File: config.mk
export PLATFORM = sky130hd
export DESIGN_NAME = intrusion_alarm_controller
export DESIGN_NICKNAME = d
export VERILOG_FILES = /design/src/design/iac_pkg.sv /design/src/design/intrusion_alarm_controller.sv
export SDC_FILE = /design/constraint.sdc
export NUM_CORES = 1
export LEC_CHECK = 0
export ABC_AREA = 1
export BUFFER_PORTS_ARGS = -buffer_cell sky130_fd_sc_hd__buf_2
export CELL_PAD_IN_SITES_DETAIL_PLACEMENT = 1
export CELL_PAD_IN_SITES_GLOBAL_PLACEMENT = 1
export CORE_AREA = 2 2 163 165
export CTS_BUF_LIST = sky130_fd_sc_hd__clkbuf_4
export DETAILED_ROUTE_END_ITERATION = 8
export DIE_AREA = 0 0 165 167
export MAX_ROUTING_LAYER = met4
export PLACE_DENSITY_LB_ADDON = 0.1
export RECOVER_POWER = 25
export SLEW_MARGIN = 10
export SYNTH_ARGS = -nofsm -noshare
export SYNTH_HDL_FRONTEND = slang
export SYNTH_SLANG_ARGS = --single-unit
export TNS_END_PERCENT = 1
File: constraint.sdc
create_clock -name clk -period 3.4 [get_ports clk]
set_input_delay 0 -clock clk [delete_from_list [all_inputs] [get_ports clk]]
set_output_delay 0 -clock clk [all_outputs]
set_load 0.02 [all_outputs]
File: src/design/iac_pkg.sv
// ----------------------------------------------------------------------------
// Intrusion alarm controller package
// Shared types, register indexes, key codes and reset values.
// ----------------------------------------------------------------------------
package iac_pkg;

    localparam int TIMER_BITS_DEF = 16;

    localparam int CFG_W      = 16;
    localparam int CFG_IDX_W  = 3;
    localparam int ROUND_W    = 3;
    localparam int PIN_PROG_W = 3;

    localparam logic [15:0] EXIT_DELAY_RST  = 16'd5000;
    localparam logic [15:0] ENTRY_DELAY_RST = 16'd5000;
    localparam logic [15:0] SIREN_TIME_RST  = 16'd5000;
    localparam logic [15:0] SLOW_BLINK_RST  = 16'd500;
    localparam logic [15:0] FAST_BLINK_RST  = 16'd150;
    localparam logic [2:0]  MAX_ROUNDS_RST  = 3'd3;
    localparam logic [15:0] PIN_CODE_RST    = 16'h1234;

    localparam logic [3:0] KEY_DIGIT_MAX = 4'd9;
    localparam logic [3:0] KEY_STAR      = 4'd10;
    localparam logic [3:0] KEY_HASH      = 4'd11;

    localparam logic [2:0] PIN_FIRST = 3'd1;
    localparam logic [2:0] PIN_LAST  = 3'd4;

    typedef enum logic [1:0] {
        MODE_DISARMED = 2'd0,
        MODE_ARMED    = 2'd1,
        MODE_ENTRY    = 2'd2,
        MODE_ALARM    = 2'd3
    } mode_t;

    typedef enum logic [2:0] {
        CFG_EXIT_DELAY  = 3'd0,
        CFG_ENTRY_DELAY = 3'd1,
        CFG_SIREN_TIME  = 3'd2,
        CFG_SLOW_BLINK  = 3'd3,
        CFG_FAST_BLINK  = 3'd4,
        CFG_MAX_ROUNDS  = 3'd5,
        CFG_PIN_CODE    = 3'd6
    } cfg_idx_t;

    typedef struct packed {
        logic       tick;
        logic       key_pressed;
        logic [3:0] key_code;
        logic       entry_door_opened;
        logic       other_door_open;
    } in_t;

    typedef struct packed {
        logic       led_on;
        logic       siren_on;
        mode_t      mode;
        logic       arming_pending;
        logic [2:0] rounds_done;
    } out_t;

endpackage

File: src/design/intrusion_alarm_controller.sv
// ----------------------------------------------------------------------------
// Intrusion alarm controller
// Alarm mode sequencer with exit and entry delays, PIN entry, siren rounds
// and status LED blinking, one sample period per transaction.
// ----------------------------------------------------------------------------
// Each input transaction is one sample period and produces exactly one result
// transaction, which appears in the result register in the cycle after the input
// is accepted. A new input transaction can be accepted every cycle: in_ready
// is high whenever the result register is empty or is being read in the same
// cycle, so the throughput is one transaction per clock while results are
// taken, through the single result register stage. Configuration writes take
// effect at the next clock edge and are meant to be made while idle.
module intrusion_alarm_controller #(
    parameter int TIMER_BITS = iac_pkg::TIMER_BITS_DEF
) (
    input  logic                              clk,
    input  logic                              rst_n,
    input  logic                              cfg_wen,
    input  logic [iac_pkg::CFG_IDX_W-1:0]     cfg_addr,
    input  logic [iac_pkg::CFG_W-1:0]         cfg_wdata,
    input  logic                              in_valid,
    output logic                              in_ready,
    input  iac_pkg::in_t                      in_data,
    output logic                              out_valid,
    input  logic                              out_ready,
    output iac_pkg::out_t                     out_data
);

    localparam int CMP_W = (TIMER_BITS > iac_pkg::CFG_W) ? TIMER_BITS : iac_pkg::CFG_W;
    localparam logic [TIMER_BITS-1:0] TMR_MAX = {TIMER_BITS{1'b1}};

    logic [15:0] exit_delay_reg, entry_delay_reg, siren_time_reg;
    logic [15:0] slow_blink_reg, fast_blink_reg, pin_code_reg;
    logic [2:0]  max_rounds_reg;

    iac_pkg::mode_t mode_reg, mode_next;
    logic [iac_pkg::PIN_PROG_W-1:0] pin_prog_reg, pin_prog_next;
    logic countdown_reg, countdown_next;
    logic [iac_pkg::ROUND_W-1:0] round_reg, round_next;
    logic [TIMER_BITS-1:0] exit_el_reg, exit_el_next;
    logic [TIMER_BITS-1:0] entry_el_reg, entry_el_next;
    logic [TIMER_BITS-1:0] siren_el_reg, siren_el_next;
    logic [TIMER_BITS-1:0] blink_el_reg, blink_el_next;
    logic led_reg, led_next;
    logic siren_reg, siren_next;

    logic           out_valid_reg;
    iac_pkg::out_t  out_data_reg;

    logic in_fire;
    logic [TIMER_BITS-1:0] exit_cnt, entry_cnt, siren_cnt, blink_cnt;
    logic exit_hit, entry_hit, siren_hit, slow_hit, fast_hit;
    logic key_star, key_hash, rounds_left;
    logic [iac_pkg::PIN_PROG_W-1:0] pin_prog_eff;
    logic [3:0] pin_want;
    logic digit_ok, pin_done, pin_adv;

    assign in_ready  = !out_valid_reg || out_ready;
    assign in_fire   = in_valid && in_ready;
    assign out_valid = out_valid_reg;
    assign out_data  = out_data_reg;

    always_ff @(posedge clk or negedge rst_n)
    begin
        if (!rst_n)
        begin
            exit_delay_reg  <= iac_pkg::EXIT_DELAY_RST;
            entry_delay_reg <= iac_pkg::ENTRY_DELAY_RST;
            siren_time_reg  <= iac_pkg::SIREN_TIME_RST;
            slow_blink_reg  <= iac_pkg::SLOW_BLINK_RST;
            fast_blink_reg  <= iac_pkg::FAST_BLINK_RST;
            max_rounds_reg  <= iac_pkg::MAX_ROUNDS_RST;
            pin_code_reg    <= iac_pkg::PIN_CODE_RST;
        end
        else if (cfg_wen)
        begin
            unique case (cfg_addr)
                iac_pkg::CFG_EXIT_DELAY:  exit_delay_reg  <= cfg_wdata;
                iac_pkg::CFG_ENTRY_DELAY: entry_delay_reg <= cfg_wdata;
                iac_pkg::CFG_SIREN_TIME:  siren_time_reg  <= cfg_wdata;
                iac_pkg::CFG_SLOW_BLINK:  slow_blink_reg  <= cfg_wdata;
                iac_pkg::CFG_FAST_BLINK:  fast_blink_reg  <= cfg_wdata;
                iac_pkg::CFG_MAX_ROUNDS:  max_rounds_reg  <= cfg_wdata[2:0];
                iac_pkg::CFG_PIN_CODE:    pin_code_reg    <= cfg_wdata;
                default:
                begin
                end
            endcase
        end
    end

    // Timers advance on a tick before any decision of the period is made.
    assign exit_cnt  = (in_data.tick && exit_el_reg != TMR_MAX) ?
                       exit_el_reg + 1'b1 : exit_el_reg;
    assign entry_cnt = (in_data.tick && entry_el_reg != TMR_MAX) ?
                       entry_el_reg + 1'b1 : entry_el_reg;
    assign siren_cnt = (in_data.tick && siren_el_reg != TMR_MAX) ?
                       siren_el_reg + 1'b1 : siren_el_reg;
    assign blink_cnt = (in_data.tick && blink_el_reg != TMR_MAX) ?
                       blink_el_reg + 1'b1 : blink_el_reg;

    assign exit_hit  = CMP_W'(exit_cnt)  >= CMP_W'(exit_delay_reg);
    assign entry_hit = CMP_W'(entry_cnt) >= CMP_W'(entry_delay_reg);
    assign siren_hit = CMP_W'(siren_cnt) >= CMP_W'(siren_time_reg);
    assign slow_hit  = CMP_W'(blink_cnt) >= CMP_W'(slow_blink_reg);
    assign fast_hit  = CMP_W'(blink_cnt) >= CMP_W'(fast_blink_reg);

    assign key_star    = in_data.key_pressed && in_data.key_code == iac_pkg::KEY_STAR;
    assign key_hash    = in_data.key_pressed && in_data.key_code == iac_pkg::KEY_HASH;
    assign rounds_left = round_reg < max_rounds_reg;

    assign pin_prog_eff = key_star ? iac_pkg::PIN_FIRST : pin_prog_reg;

    always_comb
    begin
        case (pin_prog_eff)
            3'd1:    pin_want = pin_code_reg[15:12];
            3'd2:    pin_want = pin_code_reg[11:8];
            3'd3:    pin_want = pin_code_reg[7:4];
            default: pin_want = pin_code_reg[3:0];
        endcase
    end

    assign digit_ok = in_data.key_pressed && in_data.key_code <= iac_pkg::KEY_DIGIT_MAX
                      && pin_prog_eff >= iac_pkg::PIN_FIRST
                      && pin_prog_eff <= iac_pkg::PIN_LAST
                      && in_data.key_code == pin_want;
    assign pin_done = digit_ok && pin_prog_eff == iac_pkg::PIN_LAST;
    assign pin_adv  = digit_ok && pin_prog_eff != iac_pkg::PIN_LAST;

    always_comb
    begin
        mode_next = mode_reg;
        unique case (mode_reg)
            iac_pkg::MODE_DISARMED:
            begin
                if (countdown_reg && exit_hit)
                begin
                    mode_next = iac_pkg::MODE_ARMED;
                end
            end
            iac_pkg::MODE_ARMED:
            begin
                if (pin_done)
                begin
                    mode_next = iac_pkg::MODE_DISARMED;
                end
                else if (in_data.other_door_open)
                begin
                    mode_next = iac_pkg::MODE_ALARM;
                end
                else if (in_data.entry_door_opened)
                begin
                    mode_next = iac_pkg::MODE_ENTRY;
                end
            end
            iac_pkg::MODE_ENTRY:
            begin
                if (pin_done)
                begin
                    mode_next = iac_pkg::MODE_DISARMED;
                end
                else if (entry_hit)
                begin
                    mode_next = iac_pkg::MODE_ALARM;
                end
            end
            iac_pkg::MODE_ALARM:
            begin
                if (pin_done)
                begin
                    mode_next = iac_pkg::MODE_DISARMED;
                end
                else if (rounds_left && siren_hit)
                begin
                    mode_next = iac_pkg::MODE_ARMED;
                end
            end
            default:
            begin
                mode_next = iac_pkg::MODE_DISARMED;
            end
        endcase
    end

    always_comb
    begin
        pin_prog_next  = pin_prog_eff;
        countdown_next = countdown_reg;
        round_next     = round_reg;
        exit_el_next   = exit_cnt;
        entry_el_next  = entry_cnt;
        siren_el_next  = siren_cnt;
        blink_el_next  = blink_cnt;
        led_next       = led_reg;
        siren_next     = siren_reg;
        unique case (mode_reg)
            iac_pkg::MODE_DISARMED:
            begin
                round_next = '0;
                if (countdown_reg && (exit_hit || in_data.key_pressed))
                begin
                    countdown_next = 1'b0;
                end
                if (!(countdown_reg && in_data.key_pressed) && key_hash)
                begin
                    countdown_next = 1'b1;
                    exit_el_next   = '0;
                end
            end
            iac_pkg::MODE_ARMED:
            begin
                if (slow_hit)
                begin
                    led_next      = !led_reg;
                    blink_el_next = '0;
                end
                if (in_data.other_door_open)
                begin
                    siren_el_next = '0;
                    led_next      = 1'b0;
                end
                else if (in_data.entry_door_opened)
                begin
                    entry_el_next = '0;
                end
                if (pin_adv)
                begin
                    pin_prog_next = pin_prog_eff + 1'b1;
                end
                if (pin_done)
                begin
                    led_next      = 1'b0;
                    pin_prog_next = iac_pkg::PIN_FIRST;
                end
            end
            iac_pkg::MODE_ENTRY:
            begin
                if (fast_hit)
                begin
                    led_next      = !led_reg;
                    blink_el_next = '0;
                end
                if (pin_adv)
                begin
                    pin_prog_next = pin_prog_eff + 1'b1;
                end
                if (pin_done)
                begin
                    led_next      = 1'b0;
                    pin_prog_next = iac_pkg::PIN_FIRST;
                end
                else if (entry_hit)
                begin
                    siren_el_next = '0;
                end
            end
            iac_pkg::MODE_ALARM:
            begin
                if (rounds_left)
                begin
                    led_next   = 1'b0;
                    siren_next = 1'b1;
                    if (siren_hit)
                    begin
                        siren_next = 1'b0;
                        round_next = round_reg + 1'b1;
                    end
                end
                else if (fast_hit)
                begin
                    led_next      = !led_reg;
                    blink_el_next = '0;
                end
                if (pin_adv)
                begin
                    pin_prog_next = pin_prog_eff + 1'b1;
                end
                if (pin_done)
                begin
                    siren_next    = 1'b0;
                    led_next      = 1'b0;
                    pin_prog_next = iac_pkg::PIN_FIRST;
                end
            end
            default:
            begin
            end
        endcase
    end

    always_ff @(posedge clk or negedge rst_n)
    begin
        if (!rst_n)
        begin
            mode_reg      <= iac_pkg::MODE_DISARMED;
            pin_prog_reg  <= iac_pkg::PIN_FIRST;
            countdown_reg <= 1'b0;
            round_reg     <= '0;
            exit_el_reg   <= '0;
            entry_el_reg  <= '0;
            siren_el_reg  <= '0;
            blink_el_reg  <= '0;
            led_reg       <= 1'b0;
            siren_reg     <= 1'b0;
            out_valid_reg <= 1'b0;
        end
        else
        begin
            if (in_fire)
            begin
                mode_reg      <= mode_next;
                pin_prog_reg  <= pin_prog_next;
                countdown_reg <= countdown_next;
                round_reg     <= round_next;
                exit_el_reg   <= exit_el_next;
                entry_el_reg  <= entry_el_next;
                siren_el_reg  <= siren_el_next;
                blink_el_reg  <= blink_el_next;
                led_reg       <= led_next;
                siren_reg     <= siren_next;
                out_valid_reg <= 1'b1;
            end
            else if (out_ready)
            begin
                out_valid_reg <= 1'b0;
            end
        end
    end

    always_ff @(posedge clk)
    begin
        if (in_fire)
        begin
            out_data_reg.led_on         <= led_next;
            out_data_reg.siren_on       <= siren_next;
            out_data_reg.mode           <= mode_next;
            out_data_reg.arming_pending <= countdown_next;
            out_data_reg.rounds_done    <= round_next;
        end
    end

    // The siren can only be driven while the alarm is active.
    a_siren_in_alarm: assert property (@(posedge clk) disable iff (!rst_n)
        siren_reg |-> mode_reg == iac_pkg::MODE_ALARM)
        else $error("siren driven outside alarm mode");

    // The exit countdown only runs while disarmed.
    a_countdown_disarmed: assert property (@(posedge clk) disable iff (!rst_n)
        countdown_reg |-> mode_reg == iac_pkg::MODE_DISARMED)
        else $error("exit countdown running outside disarmed mode");

    // PIN progress always points at one of the four digits.
    a_pin_prog_range: assert property (@(posedge clk) disable iff (!rst_n)
        pin_prog_reg >= iac_pkg::PIN_FIRST && pin_prog_reg <= iac_pkg::PIN_LAST)
        else $error("PIN progress out of range");

    // Input is only held off while a result waits to be taken.
    a_ready_stall: assert property (@(posedge clk) disable iff (!rst_n)
        !in_ready |-> out_valid_reg && !out_ready)
        else $error("input stalled without a pending result");

    // An accepted transaction always leaves a result behind.
    a_fire_result: assert property (@(posedge clk) disable iff (!rst_n)
        in_fire |=> out_valid_reg)
        else $error("accepted transaction produced no result");

endmodule

# --- Word level (Yosys, flattened, before mapping) ---
# Index checks and enable logic that the tools add are counted.
word_totals:
  register_bits: 183
  latchBits: 0
  ram_bits: 0
  mem_bits_ro: 0
  output_inout_bits: 10
  elab_cells: 144
  mem_count: 0
classes:
  n_addsub: 6
  n_mul: 0
  div: 0
  n_lt_le_gt_ge: 9
  n_eq_ne: 21
  shift: 0
  n_mux: 51
  n_bitwise: 0
  n_reduce_logical: 34
op_table:
  columns: ["operator", "n"]
  rows:
  - ["16-bit two-way mux", 15]
  - ["16-bit >= comparator", 5]
  - ["16-bit by 1-bit adder with 16-bit output, second input constant", 4]
  - ["16-bit != test, second input constant", 4]
  - ["16-bit case mux with 3 select lines", 1]
  - ["16-bit case mux with 2 select lines", 1]
  - ["1-bit logical AND", 18]
  - ["3-bit two-way mux", 6]
  - ["1-bit two-way mux", 16]
  - ["2-bit two-way mux", 8]
  - ["2-bit AND reduction", 7]
  - ["3-bit by 2-bit equality test with 1-bit output, second input constant", 4]
  - ["3-bit equality test, second input constant", 4]
  - ["4-bit case mux with 3 select lines", 1]
  - ["4-bit equality test, second input constant", 2]
  - ["2-bit case mux with 4 select lines", 1]
  - ["3-bit by 1-bit adder with 3-bit output, second input constant", 2]
  - ["3-bit by 1-bit equality test with 1-bit output, second input constant", 2]
  - ["3-bit case mux with 2 select lines", 1]
  - ["2-bit equality test, second input constant", 2]
  - ["4-bit equality test", 1]
  - ["4-bit less-or-equal comparator, second input constant", 1]
  - ["3-bit by 1-bit >= comparator with 1-bit output, second input constant", 1]
  - ["3-bit less-or-equal comparator, second input constant", 1]
  - ["10 further kinds", 13]

# --- Depth between registers and ports, before layout ---
# Gate-level depths: netlist of the first run.
logic_depth:
  depth_word: 11
  depth_mapped: 28

# --- Worst setup path after synthesis of the first run ---
# Ideal clock, no wire load.
synth_path:
  path_kind: "register to register"
  startpoint: "register blink_el_reg[0]"
  endpoint: "register blink_el_reg[0]"
  setup_ns: 0.118
  arrival_time_ns: 3.345
  setup_slack_ns: -0.063
  stages_incl_launch_ff: 26
  synth_period_minus_slack_ns: 3.463
  path_cell_list: "dfrtp_1 ha_1 inv_1 nor3_2 nand3_1 nor2_1 nand2_1 nand2_2 inv_1 nand2_1 nor2_1 nand2_1 nor2_1 nand2_1 xor2_1 ha_1 nand3_1 nor3_1 nand3_1 nand3_1 inv_1 o21ai_0 o2111ai_1 clkbuf_1 nand3_1 nand2_1"
synth_between:
  elab_chain_cells: 7
  elab_cells_between_ends: 10
  classes_between: "add/sub (1); order compare (2); eq/ne (1); mux (5); reduce/logical (1)"
synth_lines:
  columns: ["element", "line", "text"]
  rows:
  - ["start: declaration", "intrusion_alarm_controller.sv:43", "logic [TIMER_BITS-1:0] blink_el_reg, blink_el_next;"]
  - ["start signal: assignment", "intrusion_alarm_controller.sv:319", "blink_el_reg <= blink_el_next;"]
  - ["branches (longest 2 deep; another with 16-bit by 1-bit adder with 16-bit output)", null, null]
  - ["16-bit two-way mux *", "intrusion_alarm_controller.sv:99", "assign blink_cnt = (in_data.tick && blink_el_reg != TMR_MAX) ?"]
  - ["16-bit >= comparator", "intrusion_alarm_controller.sv:106", "assign fast_hit = CMP_W'(blink_cnt) >= CMP_W'(fast_blink_reg);"]
  - ["16-bit two-way mux", "intrusion_alarm_controller.sv:239, intrusion_alarm_controller.sv:270", null]
  - ["16-bit two-way mux", "intrusion_alarm_controller.sv:260", "if (rounds_left)"]
  - ["16-bit case mux with 3 select lines *", "intrusion_alarm_controller.sv:197", "unique case (mode_reg)"]
# Every way passes the cells marked *.
# A chain may end at the register's enable or synchronous reset.

# --- Final worst setup path of the first run ---
layout_path:
  startpoint: "register blink_el_reg[0]"
  endpoint: "register blink_el_reg[5]"
# Same word-level chain as after synthesis.

==> flow_metrics.tcl, run 1 <==
set metrics [dict create \
    rows 59 \
    io_pins 42 \
    hold_path_startpoint "cfg_wen" \
    groute.usage.overall_pct 25.9 \
    initial_utilization_pct 43.3 \
    drive_gt1_share_pct 23.5 \
    detail_route.wl_per_cell_um 17.4 \
    layout_commonest_cell "sky130_fd_sc_hd__nand2_1" \
    drtAntennaViolNets 0 \
    critical_path_class "flip-flop to flip-flop" \
    yosys_most_used_dff "sky130_fd_sc_hd__dfrtp_1" \
    finish.instance_area_mm2 0.0138 \
    netlist_area_before_placement_mm2 0.0111 \
    grt_max_degree 86 \
    worst_r2r_path_depth 24 \
    critPathRequiredTime_ns 3.93 \
    min_period_ns 3.59 \
    tns_ns -4.02 \
    grt_pass1_vias 10511 \
    crit-reg2reg-launch "blink_el_reg[0]" \
    dp.final_hpwl_um 23900 \
    hold_path.class "input pin to flip-flop" \
    syn-instance-count 1417 \
    initialDrtViolationCount 462 \
    timing.slew.headroom_pct -57.9 \
    yosys_reg_bits 183 \
    synthesis.nets 1546 \
    overflow 0 \
    drv_slew 86 \
    cts_buffers 17 \
    setup.reg_to_reg.worst_slack_ns -0.19 \
    yosysSeqAreaShare_pct 41.8 \
    synth.area.top_cells "sky130_fd_sc_hd__dfrtp_1 32%, sky130_fd_sc_hd__nand2_1 12%, sky130_fd_sc_hd__ha_1 11%" \
    endpoint_worst_hold "max_rounds_reg[1]" \
    achievable-frequency_mhz 278 \
    timing.rr.end "blink_el_reg[5]" \
    final_cycle_share_pct 106 \
    num_vias 9938 \
    fp.dieH_um 167 \
    path_max_fanout 8 \
    cts_max_level 4 \
    iteration_count_of_the_initial_detailed_routing_pass 4 \
    buffer_ports.inserted 41 \
    synth.distinct_cells 42 \
    place.gp.congestion 0.806 \
    finalNetCount 1730 \
    cts_max_path_buffers 2 \
    die_area_mm2 0.0276 \
    most-common-layout-cells "334 x sky130_fd_sc_hd__nand2_1, 240 x sky130_fd_sc_hd__inv_1, 142 x sky130_fd_sc_hd__dfrtp_1" \
    leakagePower_nw 7.20 \
    clk_skew_ns 0.0289 \
    min_delay_path_depth 5 \
    synthToLayoutAreaGrowth_pct 24.1 \
    worst_ir_drop_vdd_v 0.000240 \
    drt_wl_total_um 33900 \
    die_x_um 165 \
    cts_tree "done" \
    tritoncts_num_sinks 183 \
    result_of_the_run "finished, violations left" \
    viasPerCell 5.10 \
    clock_insertion_delay_worst_skew_ns 0.59 \
    postPlaceCellArea_mm2 0.0125 \
    synth.avg_cell_area_um2 7.87 \
    crit_path_end_kind "flip-flop" \
    ctsRootBufferMaster "sky130_fd_sc_hd__clkbuf_4" \
    finalWorstSetupSlack_ns -0.191 \
    grt_setup_unrepaired "true" \
    grt_first_pass_wirelength_um 53900 \
    route.detailed.drc 0 \
    clkTransAtPathRegs_ns 0.17 \
    critPathLaunchType "flip-flop" \
    async_flop_share_pct 95.6 \
    number_of_endpoints_with_negative_hold_slack_in_the_final_report 0 \
    arrival_ns 4.12 \
    reported_max_cap_violation_count 1 \
    antenna_violations_before_repair 1 \
    synth.top_cell.area_share_pct 31.9 \
    worstMarginPinSlew_ns 2.37 \
    powerDensity_mw_per_mm2 538 \
    floorplan.core_area_mm2 0.0258 \
    final-setup-viol-count 37 \
    yosysWarningCount 0 \
    violations "max-capacitance violations, max-slew violations, negative setup slack" \
    synth_top_cell_by_area "sky130_fd_sc_hd__dfrtp_1" \
    synth_edf_count 8 \
]
==> cell type report <==
type / instances / area [um^2]
multi-input combinational: 945 / 6020
sequential: 183 / 4660
clock inverter: 14 / 134
tap: 335 / 419
timing repair buffer: 200 / 1510
inverter: 254 / 956
antenna: 1 / 2.50
clock buffer: 18 / 135
fill: 3144 / 11900
==> worst max-delay path, cell delays in order, from the launching register on <==
cell and delay (ns):
sky130_fd_sc_hd__dfrtp_1 0.40, sky130_fd_sc_hd__ha_2 0.18, sky130_fd_sc_hd__inv_2 0.05, sky130_fd_sc_hd__nor3_4 0.19, sky130_fd_sc_hd__nand3_2 0.11, sky130_fd_sc_hd__nor2_1 0.10
sky130_fd_sc_hd__nand2_1 0.07, sky130_fd_sc_hd__nand2_2 0.10, sky130_fd_sc_hd__inv_2 0.06, sky130_fd_sc_hd__nand2_4 0.08, sky130_fd_sc_hd__nor2_4 0.05, sky130_fd_sc_hd__nand2_2 0.11
sky130_fd_sc_hd__nor2_4 0.07, sky130_fd_sc_hd__nand2_4 0.08, sky130_fd_sc_hd__xor2_4 0.22, sky130_fd_sc_hd__ha_4 0.25, sky130_fd_sc_hd__a21oi_1 0.15, sky130_fd_sc_hd__o21ai_0 0.14
sky130_fd_sc_hd__a21oi_2 0.21, sky130_fd_sc_hd__nand3_4 0.12, sky130_fd_sc_hd__buf_4 0.16, sky130_fd_sc_hd__o2111ai_4 0.25, sky130_fd_sc_hd__buf_12 0.18, sky130_fd_sc_hd__nand3_1 0.07
sky130_fd_sc_hd__o21ai_1 0.11
==> logic make-up (layout without fill, tap and decap cells) <==
family	after synthesis	count (layout)	share of synthesized area, %
AOI/OAI and AO/OA	230	230	11.0
xor gates and xnor gates	56	56	4.40
adders and majority gates	97	97	10.9
buffers and inverters	289	486	9.97
DFF	183	183	41.8
other	0	1	0
and+or+nand+nor	562	562	22.0
==> where the power goes <==
part           leakage (nW)  internal (W)  switching (W)
logic                  4.77       0.00127        0.00200
registers              2.28       0.00268       0.000264
clock network         0.148      0.000391       0.000841
==> how the worst max path moves through the flow <==
stage | startpoint | to | depth (start not counted)
2_1_floorplan | blink_el_reg[0] | blink_el_reg[0] | 25
3_3_place_gp | blink_el_reg[0] | blink_el_reg[13] | 24
3_5_place_dp | blink_el_reg[0] | blink_el_reg[2] | 25
4_1_cts | blink_el_reg[1] | blink_el_reg[10] | 26
5_1_grt | blink_el_reg[0] | led_reg | 27
6_report | blink_el_reg[0] | blink_el_reg[5] | 24
==> cells in the mapped netlist (2+ instances only) <==
cell                         n
sky130_fd_sc_hd__ha_1       97
sky130_fd_sc_hd__nor3_1     21
sky130_fd_sc_hd__nand3_2    12
sky130_fd_sc_hd__dfstp_2    33
sky130_fd_sc_hd__edfxtp_1    8
sky130_fd_sc_hd__nor4_1      4
sky130_fd_sc_hd__xor2_1     46
sky130_fd_sc_hd__o211ai_1    7
sky130_fd_sc_hd__nand3b_1    2
sky130_fd_sc_hd__nand4_1     7
sky130_fd_sc_hd__or2_1       2
sky130_fd_sc_hd__nor2_1     64
sky130_fd_sc_hd__clkbuf_1   30
sky130_fd_sc_hd__xnor2_1    10
sky130_fd_sc_hd__dfrtp_1   142
sky130_fd_sc_hd__nand2_2    10
sky130_fd_sc_hd__nor3_2      2
sky130_fd_sc_hd__nor2_2      3
sky130_fd_sc_hd__o21ai_0   140
sky130_fd_sc_hd__nand3_1    79
sky130_fd_sc_hd__buf_2       2
sky130_fd_sc_hd__nand2_1   349
sky130_fd_sc_hd__a21oi_1    50
sky130_fd_sc_hd__inv_1     250
sky130_fd_sc_hd__nor2_4      3
sky130_fd_sc_hd__o22ai_1    25
sky130_fd_sc_hd__inv_2       4
==> metal layers <==
layer  global-route usage [%]  wire length (um)  vias to the layer above
li1                         -                 -                     4885
met1                     32.8             14900                     4890
met2                     43.7             17300                      127
met3                     2.62              1100                       36
met4                     7.56               533                        0
met5                        -                 0                        -
==> stage by stage <==
stage	hold slack [ns]	utilization (%)	setup WS [ns]	std cells	total power, W
floorplan	-0.296	-	0.0280	1417	0.00482
global placement	0.138	48.4	-0.193	1867	0.00575
detailed placement	0.134	48.4	-0.344	1867	0.00588
CTS	0.000299	52.0	-0.219	1942	0.00739
global route	0.0247	53.7	-0.476	1950	0.00808
finish	0.0599	53.7	-0.191	1950	0.00744
==> repair_timing <==
item / 4_1_cts / 5_1_grt
hold endpoints to repair: 199 / 0
pin swaps: 27 / 55
cloned: 1 / 0
gates resized for setup: 52 / 91
hold buffers: 31 / 0
buffers inserted: 11 / 8
endpoints found under the setup margin: 48 / 50
Power figures use the tool's default switching activity.
==> run 2: changes to the inputs <==
- CORE_AREA: 2 2 163 165 -> 2 2 200 202
- DIE_AREA: 0 0 165 167 -> 0 0 202 204
- GPL_TIMING_DRIVEN: default -> 1
==> flow_metrics.tcl, run 2 (same netlist as run 1, synthesis figures left out) <==
set metrics [dict create \
    leakagePower_nw 7.26 \
    clock_insertion_delay_worst_skew_ns 0.67 \
    cts_max_level 4 \
    die_area_mm2 0.0412 \
    worst_ir_drop_vdd_v 0.000269 \
    clkTransAtPathRegs_ns 0.17 \
    cp_num_buf_inv 5 \
    switching_share_pct 41.3 \
    overflow 0 \
    buffer_ports.inserted 41 \
    hold_path_startpoint "in_data[2]" \
    final_cycle_share_pct 107 \
    viasPerCell 4.52 \
    finalNetCount 1754 \
    worst_setup_sp "blink_el_reg[1]" \
    grt_first_pass_wirelength_um 56300 \
    initial_utilization_pct 28.4 \
    power.share.combinational_pct 42.8 \
    post-route-util_pct 36.0 \
    min_period_ns 3.64 \
    final-setup-viol-count 21 \
    achievable-frequency_mhz 275 \
    number_of_endpoints_with_negative_hold_slack_in_the_final_report 0 \
    crit-reg2reg-launch "blink_el_reg[1]" \
    num_vias 9773 \
    crit_path_frequent_cell "sky130_fd_sc_hd__nand3_2" \
    drt_wl_total_um 35300 \
    critPathRequiredTime_ns 3.94 \
    ctsRootBufferMaster "sky130_fd_sc_hd__clkbuf_4" \
    dp_slack_ns -0.482 \
    arrival_ns 4.18 \
    internal_power_w 0.00440 \
    worstMarginPinSlew_ns 1.68 \
    violations "max-capacitance violations, max-slew violations, negative setup slack" \
    most-common-layout-cells "337 x sky130_fd_sc_hd__nand2_1, 244 x sky130_fd_sc_hd__inv_1, 142 x sky130_fd_sc_hd__dfrtp_1" \
    max_stage_delay_ns 0.42 \
    timing.slew.headroom_pct -12.1 \
    drive_gt1_share_pct 22.5 \
    rows 73 \
    drtAntennaViolNets 0 \
    route.detailed.drc 0 \
    path_max_fanout 8 \
    floorplan.core_area_mm2 0.0392 \
    synthToLayoutAreaGrowth_pct 26.7 \
    powerDensity_mw_per_mm2 531 \
    initialDrtViolationCount 349 \
    crit_path_end_kind "flip-flop" \
    clock_power_share_pct 18.1 \
    layout_commonest_cell "sky130_fd_sc_hd__nand2_1" \
    antenna_violations_before_repair 1 \
    grt_setup_unrepaired "true" \
    finalWorstSetupSlack_ns -0.241 \
    fp.dieH_um 204 \
    io_pins 42 \
    grt_pass1_vias 10329 \
    tritoncts_num_sinks 183 \
    power_switching_w 0.00310 \
    pwr-share-seq_pct 39.1 \
    reported_max_cap_violation_count 1 \
    hold_path.class "input pin to flip-flop" \
    critical_path.slowest_cell "sky130_fd_sc_hd__dfrtp_1" \
    drv_slew 58 \
    cts_buffers 17 \
    critPathLaunchType "flip-flop" \
    grt_max_degree 59 \
    cts_tree "done" \
    die_x_um 202 \
    detail_route.wl_per_cell_um 16.3 \
    dp.final_hpwl_um 25400 \
    timing.critical_path.max_delay_family "simple AND/OR/NAND/NOR gates" \
    critical_path_class "flip-flop to flip-flop" \
    result_of_the_run "finished, violations left" \
    groute.usage.overall_pct 18.3 \
    place.gp.congestion 0.792 \
    clk_skew_ns 0.0295 \
    cts_max_path_buffers 2 \
    iteration_count_of_the_initial_detailed_routing_pass 4 \
]
==> run 2: cell types whose count changed in the layout (fill, tap and decap cells not counted), sizes merged <==
cell          delta
buf             +15
bufinv           +1
clkbuf           +3
clkinv           +3
dlygate4sd3      +5
dlymetal6s4s     +1
inv              -4
==> run 2: path summary, 6_finish.rpt <==
check	end	slack, ns	cells after the start
setup / recovery	blink_el_reg[14]	-0.24	26
max in group asynchronous	exit_delay_reg[0]	0.85	4
hold / removal	pin_prog_reg[0]	0.07	10
hold reg to reg	exit_delay_reg[3]	0.50	2
setup reg to reg	blink_el_reg[14]	-0.24	26
min in group asynchronous	pin_code_reg[13]	0.85	3
==> run 2: timing repair <==
action                                  CTS  global route
hold buffers                             38             0
resized for setup                        49            63
endpoints found under the setup margin   46            50
gates cloned                              1             0
pin swaps                                23            32
endpoints found under the hold margin   252             0
setup buffers                             9             4
==> run 2: cell type report <==
class	count	area (um^2)
diodes	1	2.50
clock buffers	18	135
clock inverters	14	166
fillers	4726	25100
inverters	254	957
multi-input cells	945	5820
flip-flops and latches	183	4660
well taps	525	657
repair buffers	224	1720
==> run 2: through the flow <==
stage | instances | cell area [um^2] | total power, W | hold slack [ns] | setup TNS [ns]
after floorplan | 1417 | 11200 | 0.00482 | -0.296 | 0
after global placement | 2079 | 12900 | 0.00588 | 0.135 | -10.20
final | 2164 | 14100 | 0.00749 | 0.0686 | -3.83
after detailed placement | 2079 | 12900 | 0.00595 | 0.139 | -12.88
after CTS | 2159 | 13900 | 0.00756 | 0.00243 | -5.04
after global routing | 2164 | 14100 | 0.00818 | 0.0600 | -16.51
==> run 2: layer usage <==
layer	share of wire (%)	vias up	GRT usage (%)
met5	0	-	-
met4	1.1	0	4.57
met3	1.8	22	2.12
met2	49	86	30.7
met1	49	4727	23.7
li1	-	4938	-
==> run 2: worst register-to-register path, cell delays in order (launching register included) <==
cell and delay, ns:
sky130_fd_sc_hd__dfrtp_1 0.42, sky130_fd_sc_hd__ha_2 0.19, sky130_fd_sc_hd__inv_2 0.07, sky130_fd_sc_hd__nor3_4 0.05, sky130_fd_sc_hd__nand3_2 0.08, sky130_fd_sc_hd__nor2_2 0.05, sky130_fd_sc_hd__nand2_1 0.06, sky130_fd_sc_hd__nand2_2 0.08
sky130_fd_sc_hd__buf_6 0.12, sky130_fd_sc_hd__nor2_4 0.12, sky130_fd_sc_hd__nand3_2 0.10, sky130_fd_sc_hd__nor2_2 0.11, sky130_fd_sc_hd__nand4_1 0.17, sky130_fd_sc_hd__xor2_2 0.24, sky130_fd_sc_hd__ha_1 0.30, sky130_fd_sc_hd__nand2_2 0.05
sky130_fd_sc_hd__inv_2 0.06, sky130_fd_sc_hd__nand3_4 0.08, sky130_fd_sc_hd__nor3_4 0.18, sky130_fd_sc_hd__nand3_2 0.12, sky130_fd_sc_hd__nand3_4 0.13, sky130_fd_sc_hd__inv_4 0.05, sky130_fd_sc_hd__o21ai_4 0.14, sky130_fd_sc_hd__o2111ai_4 0.19
sky130_fd_sc_hd__buf_12 0.21, sky130_fd_sc_hd__nand3_2 0.06, sky130_fd_sc_hd__o21ai_1 0.07
==> run 2: power by group through the flow <==
stage          Combinational [W]  Sequential, W  Clock, W
6_report                 0.00320        0.00293   0.00136
5_1_grt                  0.00366        0.00300   0.00152
4_1_cts                  0.00319        0.00294   0.00143
3_5_place_dp             0.00297        0.00298         0
3_3_place_gp             0.00291        0.00297         0
2_1_floorplan            0.00187        0.00296         0
